--- src/sv/median_average_turbidity_defines.svh ---
// assertion macros for the turbidity block
`ifndef MEDIAN_AVERAGE_TURBIDITY_DEFINES_SVH
`define MEDIAN_AVERAGE_TURBIDITY_DEFINES_SVH
// a condition implies a consequence in the same cycle
`define MAT_ASSERT_IMP(label, cond, prop) \
   label: assert property (@(posedge clock) disable iff (reset) (cond) |-> (prop)) \
      else $error("%m: check failed");
// a condition implies a consequence in the next cycle
`define MAT_ASSERT_NEXT(label, cond, prop) \
   label: assert property (@(posedge clock) disable iff (reset) (cond) |=> (prop)) \
      else $error("%m: check failed");
`endif

--- src/sv/mat_pkg.sv ---
// package: constants, types and tables for the turbidity block
package mat_pkg;
   localparam int MedianSize  = 5;
   localparam int AverageSize = 8;
   localparam int GroupIdxW   = $clog2(MedianSize + 1);
   localparam int RingIdxW    = (AverageSize > 1) ? $clog2(AverageSize) : 1;
   localparam int FillW       = $clog2(AverageSize + 1);
   localparam int TotalW      = 15 + $clog2(AverageSize + 1);
   localparam int TablePoints = 7;
   localparam int SortPasses  = MedianSize;
   localparam int PassW       = $clog2(MedianSize + 1);
   localparam int QuotW       = 29;
   localparam int QuotCntW    = $clog2(QuotW + 1);

   typedef enum logic [3:0] {
      ST_COLLECT,
      ST_SORT,
      ST_RING,
      ST_DIV_START,
      ST_DIV,
      ST_SEG,
      ST_MUL,
      ST_IDIV,
      ST_FINISH,
      ST_OUT
   } state_type;

   typedef struct packed {
      logic store;
      logic sort_step;
      logic ring_update;
      logic div_start;
      logic div_step;
      logic seg_pick;
      logic mul;
      logic idiv_start;
      logic finish;
      logic clear_pass;
   } cmd_type;

   typedef struct packed {
      logic group_full;
      logic sort_done;
      logic div_done;
   } status_type;

   function automatic logic [16:0] tab_v(input int i);
      case (i)
         0: tab_v = 17'd65600;
         1: tab_v = 17'd59200;
         2: tab_v = 17'd57600;
         3: tab_v = 17'd54400;
         4: tab_v = 17'd40000;
         5: tab_v = 17'd32000;
         default: tab_v = 17'd0;
      endcase
   endfunction

   function automatic logic [10:0] tab_n(input int i);
      case (i)
         0: tab_n = 11'd0;
         1: tab_n = 11'd100;
         2: tab_n = 11'd200;
         3: tab_n = 11'd400;
         4: tab_n = 11'd800;
         5: tab_n = 11'd1200;
         default: tab_n = 11'd2000;
      endcase
   endfunction
endpackage

--- src/sv/mat_ctrl.sv ---
// controller state machine for the turbidity block
`include "median_average_turbidity_defines.svh"
module mat_ctrl (
   input  logic                clock,
   input  logic                reset,
   input  logic                req_valid,
   output logic                req_ready,
   output logic                rsp_valid,
   input  logic                rsp_ready,
   input  mat_pkg::status_type status,
   output mat_pkg::cmd_type    cmd
);
   mat_pkg::state_type state_ff, state_in;

   always_ff @(posedge clock) begin
      if (reset) begin
         state_ff <= mat_pkg::ST_COLLECT;
      end else begin
         state_ff <= state_in;
      end
   end

   always_comb begin
      state_in  = state_ff;
      cmd       = '0;
      req_ready = 1'b0;
      rsp_valid = 1'b0;
      unique case (state_ff)
         mat_pkg::ST_COLLECT: begin
            req_ready = 1'b1;
            if (req_valid) begin
               cmd.store = 1'b1;
               if (status.group_full) begin
                  state_in = mat_pkg::ST_SORT;
               end
            end
         end
         mat_pkg::ST_SORT: begin
            cmd.sort_step = 1'b1;
            if (status.sort_done) begin
               state_in = mat_pkg::ST_RING;
            end
         end
         mat_pkg::ST_RING: begin
            cmd.ring_update = 1'b1;
            state_in = mat_pkg::ST_DIV_START;
         end
         mat_pkg::ST_DIV_START: begin
            cmd.div_start = 1'b1;
            state_in = mat_pkg::ST_DIV;
         end
         mat_pkg::ST_DIV: begin
            cmd.div_step = 1'b1;
            if (status.div_done) begin
               state_in = mat_pkg::ST_SEG;
            end
         end
         mat_pkg::ST_SEG: begin
            cmd.seg_pick = 1'b1;
            state_in = mat_pkg::ST_MUL;
         end
         mat_pkg::ST_MUL: begin
            cmd.mul = 1'b1;
            cmd.idiv_start = 1'b1;
            state_in = mat_pkg::ST_IDIV;
         end
         mat_pkg::ST_IDIV: begin
            cmd.div_step = 1'b1;
            if (status.div_done) begin
               state_in = mat_pkg::ST_FINISH;
            end
         end
         mat_pkg::ST_FINISH: begin
            cmd.finish = 1'b1;
            state_in = mat_pkg::ST_OUT;
         end
         mat_pkg::ST_OUT: begin
            rsp_valid = 1'b1;
            cmd.clear_pass = 1'b1;
            if (rsp_ready) begin
               state_in = mat_pkg::ST_COLLECT;
            end
         end
         default: state_in = mat_pkg::ST_COLLECT;
      endcase
   end

   `MAT_ASSERT_IMP(a_no_both, 1'b1, !(req_ready && rsp_valid))
   `MAT_ASSERT_NEXT(a_out_holds, rsp_valid && !rsp_ready, rsp_valid)
   `MAT_ASSERT_NEXT(a_full_sorts, req_valid && req_ready && status.group_full,
      state_ff == mat_pkg::ST_SORT)
endmodule

--- src/sv/mat_dp.sv ---
// datapath: group store, sorter, ring, divider and interpolation
module mat_dp (
   input  logic                clock,
   input  logic                reset,
   input  logic signed [15:0]  req_sample,
   input  mat_pkg::cmd_type    cmd,
   output mat_pkg::status_type status,
   output logic [14:0]         rsp_turbidity,
   output logic [14:0]         rsp_median_level,
   output logic [14:0]         rsp_average_level
);
   logic signed [15:0] grp_ff [mat_pkg::MedianSize];
   logic [mat_pkg::GroupIdxW-1:0] fill_ff;
   logic [mat_pkg::PassW-1:0] pass_ff;
   logic [14:0] ring_ff [mat_pkg::AverageSize];
   logic [mat_pkg::RingIdxW-1:0] pos_ff;
   logic [mat_pkg::FillW-1:0] filled_ff;
   logic [mat_pkg::TotalW-1:0] total_ff;
   logic [14:0] avg_ff;
   logic [14:0] ntu_ff;
   // shared restoring divider
   logic [mat_pkg::QuotW-1:0] num_ff;
   logic [16:0] den_ff;
   logic [17:0] rem_ff;
   logic [mat_pkg::QuotCntW-1:0] cnt_ff;
   // interpolation
   logic [16:0] v_ff, vlo_ff, span_ff;
   logic [10:0] nlo_ff, dn_ff;
   logic [1:0]  mode_ff;
   logic signed [15:0] mid;
   logic [16:0] vcomb;
   logic [17:0] rem_sh;
   logic [mat_pkg::FillW-1:0] filled_nx;
   logic [14:0] med_val;
   logic [14:0] med_hold_ff;
   logic avg_phase_ff;

   assign mid = grp_ff[mat_pkg::MedianSize / 2];
   assign med_val = mid[15] ? 15'd0 : mid[14:0];
   assign vcomb = {2'b00, avg_ff} * 17'd3;
   assign rem_sh = {rem_ff[16:0], num_ff[mat_pkg::QuotW-1]};
   assign status.group_full = (fill_ff == mat_pkg::GroupIdxW'(mat_pkg::MedianSize - 1));
   assign status.sort_done = (pass_ff == mat_pkg::PassW'(mat_pkg::SortPasses - 1));
   assign status.div_done = (cnt_ff == mat_pkg::QuotCntW'(1));
   assign filled_nx = (filled_ff < mat_pkg::FillW'(mat_pkg::AverageSize))
      ? filled_ff + 1'b1 : filled_ff;

   // odd-even transposition sort, one pass a cycle
   always_ff @(posedge clock) begin
      if (cmd.store) begin
         grp_ff[fill_ff[mat_pkg::GroupIdxW-1:0]] <= req_sample;
      end
      if (cmd.sort_step) begin
         for (int i = 0; i + 1 < mat_pkg::MedianSize; i++) begin
            if ((i % 2) == int'(pass_ff[0]) && grp_ff[i] > grp_ff[i+1]) begin
               grp_ff[i]   <= grp_ff[i+1];
               grp_ff[i+1] <= grp_ff[i];
            end
         end
      end
   end

   always_ff @(posedge clock) begin
      if (reset) begin
         fill_ff <= '0;
         pass_ff <= '0;
         pos_ff <= '0;
         filled_ff <= '0;
         total_ff <= '0;
         for (int i = 0; i < mat_pkg::AverageSize; i++) begin
            ring_ff[i] <= '0;
         end
      end else begin
         if (cmd.store) begin
            fill_ff <= status.group_full ? '0 : fill_ff + 1'b1;
         end
         if (cmd.sort_step) begin
            pass_ff <= status.sort_done ? '0 : pass_ff + 1'b1;
         end
         if (cmd.ring_update) begin
            ring_ff[pos_ff] <= med_val;
            total_ff <= total_ff - mat_pkg::TotalW'(ring_ff[pos_ff])
               + mat_pkg::TotalW'(med_val);
            pos_ff <= (pos_ff == mat_pkg::RingIdxW'(mat_pkg::AverageSize - 1))
               ? '0 : pos_ff + 1'b1;
            filled_ff <= filled_nx;
         end
      end
   end

   always_ff @(posedge clock) begin
      if (cmd.div_start) begin
         num_ff  <= mat_pkg::QuotW'(total_ff);
         den_ff  <= 17'(filled_ff);
         rem_ff  <= '0;
         cnt_ff  <= mat_pkg::QuotCntW'(mat_pkg::QuotW);
      end else if (cmd.idiv_start) begin
         num_ff  <= mat_pkg::QuotW'(v_ff - vlo_ff) * mat_pkg::QuotW'(dn_ff)
            * mat_pkg::QuotW'(5'd16) + mat_pkg::QuotW'(span_ff[16:1]);
         den_ff  <= span_ff;
         rem_ff  <= '0;
         cnt_ff  <= mat_pkg::QuotCntW'(mat_pkg::QuotW);
      end else if (cmd.div_step) begin
         if (rem_sh >= {1'b0, den_ff}) begin
            rem_ff <= rem_sh - {1'b0, den_ff};
            num_ff <= {num_ff[mat_pkg::QuotW-2:0], 1'b1};
         end else begin
            rem_ff <= rem_sh;
            num_ff <= {num_ff[mat_pkg::QuotW-2:0], 1'b0};
         end
         cnt_ff <= cnt_ff - 1'b1;
      end
      if (cmd.seg_pick) begin
         v_ff <= vcomb;
         mode_ff <= 2'd0;
         vlo_ff <= '0;
         span_ff <= 17'd1;
         nlo_ff <= '0;
         dn_ff <= '0;
         if (vcomb >= mat_pkg::tab_v(0)) begin
            mode_ff <= 2'd1;
         end else if (vcomb == 17'd0) begin
            mode_ff <= 2'd2;
         end else begin
            for (int i = mat_pkg::TablePoints - 2; i >= 0; i--) begin
               if (vcomb <= mat_pkg::tab_v(i) && vcomb > mat_pkg::tab_v(i + 1)) begin
                  vlo_ff  <= mat_pkg::tab_v(i + 1);
                  span_ff <= mat_pkg::tab_v(i) - mat_pkg::tab_v(i + 1);
                  nlo_ff  <= mat_pkg::tab_n(i + 1);
                  dn_ff   <= mat_pkg::tab_n(i + 1) - mat_pkg::tab_n(i);
               end
            end
         end
      end
      if (cmd.finish) begin
         unique case (mode_ff)
            2'd1: ntu_ff <= '0;
            2'd2: ntu_ff <= 15'd32000;
            default: ntu_ff <= 15'({nlo_ff, 4'd0} - num_ff[14:0]);
         endcase
      end
   end

   // median capture
   always_ff @(posedge clock) begin
      if (cmd.ring_update) begin
         med_hold_ff <= med_val;
      end
   end

   // average latched when the first division ends
   always_ff @(posedge clock) begin
      if (reset) begin
         avg_phase_ff <= 1'b0;
      end else if (cmd.div_start) begin
         avg_phase_ff <= 1'b1;
      end else if (cmd.seg_pick) begin
         avg_phase_ff <= 1'b0;
      end
   end
   always_ff @(posedge clock) begin
      if (avg_phase_ff && cmd.div_step && status.div_done) begin
         avg_ff <= rem_sh >= {1'b0, den_ff} ? {num_ff[13:0], 1'b1} : {num_ff[13:0], 1'b0};
      end
   end

   assign rsp_turbidity = ntu_ff;
   assign rsp_median_level = med_hold_ff;
   assign rsp_average_level = avg_ff;
   logic unused_ok;
   assign unused_ok = cmd.clear_pass | cmd.mul;
endmodule

--- src/sv/median_average_turbidity.sv ---
// top level of the turbidity block
// Usage:
//  req channel: one signed 16-bit converter sample per transaction.
//  rsp channel: one result per group of five samples: turbidity (NTU in
//  Q11.4), clamped group median and moving average of medians.
//  A sample that does not complete a group is only stored; req_ready stays high.
//  The fifth sample starts processing: five odd-even sort passes, a ring
//  update, a 29-step restoring division for the average, segment choice,
//  one multiply and a second 29-step division for interpolation, both
//  divisions on the shared bit-serial divider.
//  req_ready is low while a group is processed and while a result waits.
//  If the receiver stalls, rsp_valid and the result hold until taken.
//  Reset clears the group count, the ring and the running total; the
//  block is ready for a sample in the cycle after reset falls.
module median_average_turbidity (
   input  logic               clock,
   input  logic               reset,
   input  logic               req_valid,
   output logic               req_ready,
   input  logic signed [15:0] req_sample,
   output logic               rsp_valid,
   input  logic               rsp_ready,
   output logic [14:0]        rsp_turbidity,
   output logic [14:0]        rsp_median_level,
   output logic [14:0]        rsp_average_level
);
   mat_pkg::cmd_type    cmd;
   mat_pkg::status_type status;

   mat_ctrl u_ctrl (
      .clock(clock), .reset(reset),
      .req_valid(req_valid), .req_ready(req_ready),
      .rsp_valid(rsp_valid), .rsp_ready(rsp_ready),
      .status(status), .cmd(cmd)
   );

   mat_dp u_dp (
      .clock(clock), .reset(reset),
      .req_sample(req_sample), .cmd(cmd), .status(status),
      .rsp_turbidity(rsp_turbidity),
      .rsp_median_level(rsp_median_level),
      .rsp_average_level(rsp_average_level)
   );
endmodule
--- config.mk ---
export PLATFORM = sky130hd
export DESIGN_NAME = median_average_turbidity
export DESIGN_NICKNAME = d
export VERILOG_FILES = /design/src/sv/mat_pkg.sv /design/src/sv/mat_ctrl.sv /design/src/sv/mat_dp.sv /design/src/sv/median_average_turbidity.sv
export VERILOG_INCLUDE_DIRS = /design/src /design/src/sv
export SDC_FILE = /design/constraint.sdc
export NUM_CORES = 1
export LEC_CHECK = 0
export ABC_CLOCK_PERIOD_IN_PS = 8440
export BUFFER_PORTS_ARGS = -buffer_cell sky130_fd_sc_hd__buf_4
export CAP_MARGIN = 0
export CELL_PAD_IN_SITES_DETAIL_PLACEMENT = 1
export CELL_PAD_IN_SITES_GLOBAL_PLACEMENT = 1
export CORE_MARGIN = 10
export CORE_UTILIZATION = 51
export DETAILED_ROUTE_END_ITERATION = 10
export PLACE_DENSITY_LB_ADDON = 0.1
export SLEW_MARGIN = 30
export SYNTH_ARGS = -nofsm -noshare
export SYNTH_HDL_FRONTEND = slang
export SYNTH_SLANG_ARGS = --single-unit
--- constraint.sdc ---
create_clock -name clock -period 8.44 [get_ports clock]
set_input_delay 0.844 -clock clock [delete_from_list [all_inputs] [get_ports clock]]
set_output_delay 0.844 -clock clock [all_outputs]
set_load 0.1 [all_outputs]
-- Yosys cells after proc, flatten, opt, wreduce, memory -nomap -nowiden
Memories as Yosys holds them, arrays and structs flattened. A register that Yosys moved wholly into a read port is not among the register bits.
Index checks and enable logic that the tools add are counted.
- reductions and logical operators: 31
- shift-type cells: 0
- divide/modulo/power cells: 0
- $lt $le $gt $ge: 19
- multiply operators: 2
- equality and inequality tests: 21
- add/subtract/negate cells: 23
- bitwise gates (word level): 4
- mux-type cells: 207
- operators by type and width (kind ; number):
    17-bit 2-to-1 mux ; 76
    11-bit 2-to-1 mux ; 56
    16-bit 2-to-1 mux ; 9
    17-bit subtractor ; 7
    17-bit greater-than comparator ; 6
    17-bit less-or-equal comparator ; 6
    11-bit subtractor ; 6
    16-bit greater-than comparator ; 4
    29-bit 2-to-1 mux ; 2
    15-bit 2-to-1 mux ; 3
    4-bit one-hot mux with 10 select lines ; 1
    1-bit 2-to-1 mux ; 37
    4-bit 2-to-1 mux ; 8
    16-bit OR reduction ; 2
    15-bit one-hot mux with 2 select lines ; 1
    29-bit by 16-bit adder with 29-bit output ; 1
    29-bit by 11-bit multiplier with 25-bit output ; 1
    3-bit 2-to-1 mux ; 8
    19-bit by 15-bit adder with 19-bit output ; 1
    19-bit 2-to-1 mux ; 1
    19-bit by 15-bit subtractor with 19-bit output ; 1
    18-bit by 17-bit greater-or-equal comparator with 1-bit output ; 1
    17-bit by 17-bit subtractor with 18-bit output ; 1
    17-bit greater-or-equal comparator (second input constant) ; 1
    other kinds (37) ; 67
- output and inout bits: 47
- bits in registers: 225
- bits in latches: 0
- input port bits: 20
- bits in read-only memories: 0
- word-level logic and storage cells: 339
- memory bits (writable): 200
- memories: 2
- memories (memory ; depth ; bits a word ; read ports ; clocked after Yosys merged registers in ; wr ports ; RTL line ; text):
    u_dp.ring_ff ; 8 ; 15 ; 1 ; 1 ; 8 ; mat_dp.sv:15 ; logic [14:0] ring_ff [mat_pkg::AverageSize];
    u_dp.grp_ff ; 5 ; 16 ; 5 ; 0 ; 4 ; mat_dp.sv:12 ; logic signed [15:0] grp_ff [mat_pkg::MedianSize];

-- Logic depth before layout (Yosys ltp)
- word-level depth: 18
- depth in mapped cells: 29
- gate-level depth less buffers: 28

-- Hierarchy
From an unflattened synthesis, not the netlist that was laid out.
- cells, all modules: 2787
- area total of the unflattened synthesis: 28071.9 sq um
- modules (own cells, without submodules) (module ; instances ; area each (sq um) ; cells an instance ; sequential area each (sq um)):
    mat_dp ; 1 ; 27666.5 ; 2738 ; 11120.7
    mat_ctrl ; 1 ; 405.4 ; 49 ; 80.1

-- Worst setup path before layout
OpenSTA, ideal clock, no wires.
- path type: reg-to-reg
- start point: register u_dp.vlo_ff[7]
- end point: register u_dp.num_ff[28] in the netlist's numbering
- data arrival time: 6.641 ns
- path buffers: 1
- library setup time: 0.129 ns
- setup slack: 1.670 ns
- required time: 8.311 ns
- period minus slack after synthesis: 6.770 ns
- stages on the path, launching flop included: 29
- cell sequence: edfxtp_1 -> inv_1 -> ha_1 -> nor2b_1 -> o31a_1 -> o31ai_1 -> a21boi_1 -> nand2_1 -> fa_1 -> inv_1 -> fa_1 -> inv_1 -> fa_1 -> inv_1 -> fa_1 -> ha_1 -> ha_1 -> clkbuf_1 -> nand3_1 -> o21ai_0 -> a31oi_1 -> a21oi_1 -> a211oi_1 -> or3_1 -> xnor2_1 -> nor4b_1 -> xnor2_1 -> xnor2_1 -> o21ai_0
- cells in the longest elaborated chain, start to end: 4
- RTL lines (element ; RTL line ; text):
    from (decl) ; mat_dp.sv:27 ; logic [16:0] v_ff, vlo_ff, span_ff;
    from (signal assigned) ; mat_dp.sv:127 ; vlo_ff <= mat_pkg::tab_v(i + 1);
    17-bit by 17-bit subtractor with 18-bit output ; mat_dp.sv:98 ; num_ff <= mat_pkg::QuotW'(v_ff - vlo_ff) * mat_pkg::QuotW'(dn_ff)
    29-bit by 11-bit multiplier with 25-bit output ; mat_dp.sv:98 ;
    29-bit by 16-bit adder with 29-bit output ; mat_dp.sv:99 ; * mat_pkg::QuotW'(5'd16) + mat_pkg::QuotW'(span_ff[16:1]);
    29-bit 2-to-1 mux ; mat_dp.sv:97 ; end else if (cmd.idiv_start) begin
    to (signal assigned) ; mat_dp.sv:98 ;
    to (signal assigned) ; mat_dp.sv:106 ; num_ff <= {num_ff[mat_pkg::QuotW-2:0], 1'b1};
    to (signal assigned) ; mat_dp.sv:109 ; num_ff <= {num_ff[mat_pkg::QuotW-2:0], 1'b0};
    to (decl) ; mat_dp.sv:22 ; logic [mat_pkg::QuotW-1:0] num_ff;
Every way passes these cells.
A chain may end at the register's enable or synchronous reset.

-- Worst setup path in the final report
Ends and elaborated chain as after synthesis.

==> impl_results.md <==
- Antenna-violating nets left: 0
- Post-synth EDFFs: 319
- F_max: 0.1280 GHz
- Sequential fraction of the synthesis area: 0.4063
- Async set-reset flop share out of synthesis: 0
- Total GRT Usage: 0.2478
- Yosys warns: 0
- Worst slew pin tran: 996.5 ps
- Sw frac: 0.4287
- DRC: 0
- Vias in the first global route: 22350
- Post-Syn Nets: 3057
- Path depth of the worst reg2reg path: 25
- Worst-path clk slew: 60 ps
- TritonCTS buffer count: 45
- Pre-Repair DR Iteration Count: 5
- Clk_skew: 45.72 ps
- Final Max Tran Viols: 0
- Power per cell area: 324.9 mW/mm^2
- TNS Setup: 0 ps
- Hold Crit Depth: 2
- Routed WL per cell: 22.60 um
- Root Buffer: clkbuf_16
- Post-cts resize count: 0
- Skew-Pair Late Insertion Delay: 600 ps
- Multiplexer area fraction after synthesis: 0.04988
- Die Span X: 252.5 um
- Reg power frac: 0.297
- Synth Instances: 2706
- Worst VDD drop: 0.2363 mV
- FF+latch count, synth: 400
- Fin. Hold Viols: 0
- Final setup viols: 0
- Fin crit period: 7811 ps
- Post-Synth Adder-Cell Area: 0.1830
- Placed Cells: 3397
- Largest family of logic cells by synthesized area: adder cells
- Largest net degree at the start of global routing: 66
- CP startpoint: u_dp.vlo_ff[7]$_SDFFCE_PP0P_
- Synth unique cells: 100
- Vias/cell: 5.924
- Post-synthesis simple-gate area fraction: 0.1525
- Max H-tree Level: 2
- Die ar.: 0.06376 sq mm
- Final #Nets: 3099
- Gpl congestion: 0.8504
- Site Rows: 85
- CP arrival: 8240 ps
- Final HPWL DP: 57.47 mm
- Clock tree buffer depth: 3
- Int Pwr: 0.005605 W
- CP required: 8870 ps
- Mapped Area: 0.02757 sq mm
- DR vias: 20600
- CP Max Fanout: 13
- Outcome: finished, final reports clean
- Syn Area/Cell: 10.19 sq um
- Layout cell share with drive strength beyond 1: 0.09781
- Setup crit end kind: register
- Crit Reg-Reg Startpoint: u_dp.vlo_ff[7]$_SDFFCE_PP0P_
- Crit path kind: reg2reg
- CTS tree: yes
- Slew HR: 0.3357
- Critical path endpoint: u_dp.num_ff[28]$_SDFFE_PP0P_
- Worst setup SP type: register
- I/O Pins: 67
- R2r setup slk: 630 ps
- Initial antenna violation count: 0
- Non-filler cells, final: 3478
- Die height: 252.5 um
- Static leakage: 12.60 nW
- Max-Cap Viols: 0
- Setup repair bufs after CTS: 0
- Drt first-iter violations: 1095
- Syn-to-layout area delta: 9.553%
- Clk pwr share: 0.192
- Period utilisation layout: 0.9255
- First-pass GRT wire length: 124.7 mm
- Reg2reg end: u_dp.num_ff[28]$_SDFFE_PP0P_
- Synth Area in XOR/XNOR: 0.03204
- CTS Hold Bufs: 0
- Core area: 0.05371 sq mm
- Port Buf Inserts: 66
- Switching pwr: 0.004206 W
- Unrepaired setup endpoints after global routing: false
- Compound-cell area share of the yosys netlist: 0.1201
- HP Class: reg2reg
- CTS Sinks: 400
- Final WL: 78.62 mm
- Initial Util: 0.5133
- GRT overflow: 0
- Top_reg_cell synth: edfxtp_1
- Logic pwr share: 0.511
[power by group through the flow]
stage / Sequential (W) / Combinational, W / Clock (W)
floorplan: 0.00305 / 0.00354 / 0
global placement: 0.00292 / 0.00473 / 0
detailed placement: 0.00295 / 0.00495 / 0
CTS: 0.00291 / 0.00503 / 0.00192
global route: 0.00296 / 0.00560 / 0.00200
finish: 0.00291 / 0.00501 / 0.00189
[cell usage in the layout, fill, tap and decap left out, drive strengths merged, types with 19 or more instances in the layout]
cell / instances
nor2: 254
edfxtp: 319
a21oi: 143
mux4: 30
inv: 309
clkbuf: 66
mux2i: 35
nand2b: 36
dfxtp: 81
nor3: 40
o221ai: 19
and2: 75
nor2b: 44
nand2: 240
o21a: 25
mux2: 31
o21ai: 145
xnor2: 71
fa: 119
ha: 212
xor2: 29
and3: 19
a21o: 29
nand3: 57
buf: 92
[per-stage QoR]
| step | total power, W | util | area [sq um] | hold WS [ps] | setup slack (ps) |
|---|---|---|---|---|---|
| after floorplan | 0.006591 | - | 27570 | 419.9 | 1670 |
| after global placement | 0.007656 | 0.5361 | 28790 | 431.6 | 1041 |
| after detailed placement | 0.007899 | 0.5364 | 28810 | 451.4 | 677.7 |
| after CTS | 0.009862 | 0.5621 | 30190 | 459.8 | 601.3 |
| after global routing | 0.01056 | 0.5623 | 30200 | 483.1 | 123.6 |
| final | 0.009811 | 0.5624 | 30200 | 456.9 | 629.2 |
[cells in the mapped netlist, types with 6 or more instances]
cell type  count  area [sq um]
edfxtp_1     319          9579
inv_1        303          1137
nor2_1       251         942.2
nand2_1      240         900.9
ha_1         212          2653
o21ai_0      140         700.7
a21oi_1      139         695.7
fa_1         119          2382
dfxtp_1       81          1622
clkbuf_1      80         300.3
and2_1        75         469.2
xnor2_1       70         613.1
nand3_1       56         280.3
nor2b_1       43         269.0
nor3_1        39         195.2
mux2i_1       35         350.3
nand2b_1      35         219.0
mux2_2        31         349.1
mux4_2        30         675.7
a21o_1        29         217.7
xor2_1        29         254.0
o21a_1        25         187.7
and3_1        19         118.9
o221ai_1      19         166.4
nand4_1       16         100.1
a22oi_1       15         112.6
a31oi_1       15         93.84
or3_1         15         93.84
a211oi_1      14         105.1
o211ai_1      11         82.58
nor4_1        10         62.56
o21bai_1      10         75.07
nand3b_1       9         67.56
a22o_1         8         70.07
o31ai_1        8         60.06
or2_2          8         50.05
buf_1          7         26.28
buf_2          7         35.03
or2_1          7         43.79
a21boi_0       6         45.04
nor4b_1        6         52.55
o31a_1         6         52.55
[final cells by class]
cell class / instances / area [sq um]
Antenna cell: 1 / 2.502
Clock buffer: 66 / 1256
Clock inverter: 14 / 127.6
Fill cell: 5856 / 23510
Inverter: 309 / 1162
Multi-Input combinational cell: 1900 / 14890
Sequential cell: 400 / 11200
Tap cell: 696 / 870.8
Timing Repair Buffer: 92 / 694.4
[worst max-delay path, stage by stage, from the launching register on]
cell      delay, ps
edfxtp_1        420
inv_1           100
ha_1            300
nor2b_1         140
o31a_1          270
o31ai_1         320
a21boi_1        580
nand2_1         160
fa_1            550
inv_1            60
fa_1            520
fa_1            460
fa_1            500
ha_1            300
ha_1            520
nand3_1         140
o21ai_0         170
a31oi_1         100
a21oi_1         400
a211oi_1        120
or3_1           400
xnor2_1         300
nor4b_1         390
xnor2_1         190
xnor2_1         130
o21ai_0          80
[kinds of logic after synthesis]
group / after synthesis
AND/OR/NAND/NOR: 863
AO/OA/AOI/OAI: 509
buffers and inverters: 406
flip-flops: 400
adder cells (fa/ha/maj): 332
XOR/XNOR: 100
multiplexers: 96
[how the worst min path moves through the flow]
stage	startpoint	endpoint	slack, ps
after floorplan	u_dp.num_ff[25]$_SDFFE_PP0P_	u_dp.num_ff[25]$_SDFFE_PP0P_	420
after global placement	u_dp.num_ff[25]$_SDFFE_PP0P_	u_dp.num_ff[25]$_SDFFE_PP0P_	430
after detailed placement	u_dp.total_ff[4]$_SDFFE_PP0N_	u_dp.total_ff[4]$_SDFFE_PP0N_	450
after CTS	u_dp.total_ff[4]$_SDFFE_PP0N_	u_dp.total_ff[4]$_SDFFE_PP0N_	460
after global routing	u_dp.total_ff[5]$_SDFFE_PP0N_	u_dp.total_ff[5]$_SDFFE_PP0N_	480
final	u_dp.num_ff[25]$_SDFFE_PP0P_	u_dp.num_ff[25]$_SDFFE_PP0P_	460
[flip-flops by register name, indices dropped and copies added, names as in the netlist, named ones only]
signal	cells
u_ctrl.state_ff	4
u_dp.avg_phase_ff	1
u_dp.cnt_ff	5
u_dp.den_ff	13
u_dp.dn_ff	8
u_dp.fill_ff	3
u_dp.filled_ff	4
u_dp.grp_ff	80
u_dp.mode_ff	2
u_dp.nlo_ff	7
u_dp.num_ff	29
u_dp.pass_ff	3
u_dp.pos_ff	3
u_dp.rem_ff	17
u_dp.ring_ff	120
u_dp.rsp_average_level	15
u_dp.rsp_median_level	15
u_dp.rsp_turbidity	15
u_dp.span_ff	9
u_dp.total_ff	19
u_dp.v_ff	17
u_dp.vlo_ff	8
[metal layers]
layer,wire [um],global-route usage,part of all wire,vias to the layer above
met5,0,0,0,-
met4,2641,0.09019,0.034,0
met3,3150,0.03886,0.040,154
met2,40550,0.4451,0.52,445
met1,32280,0.2941,0.41,10460
li1,-,-,-,9542
No activity file was read; power rests on OpenSTA's default activity.
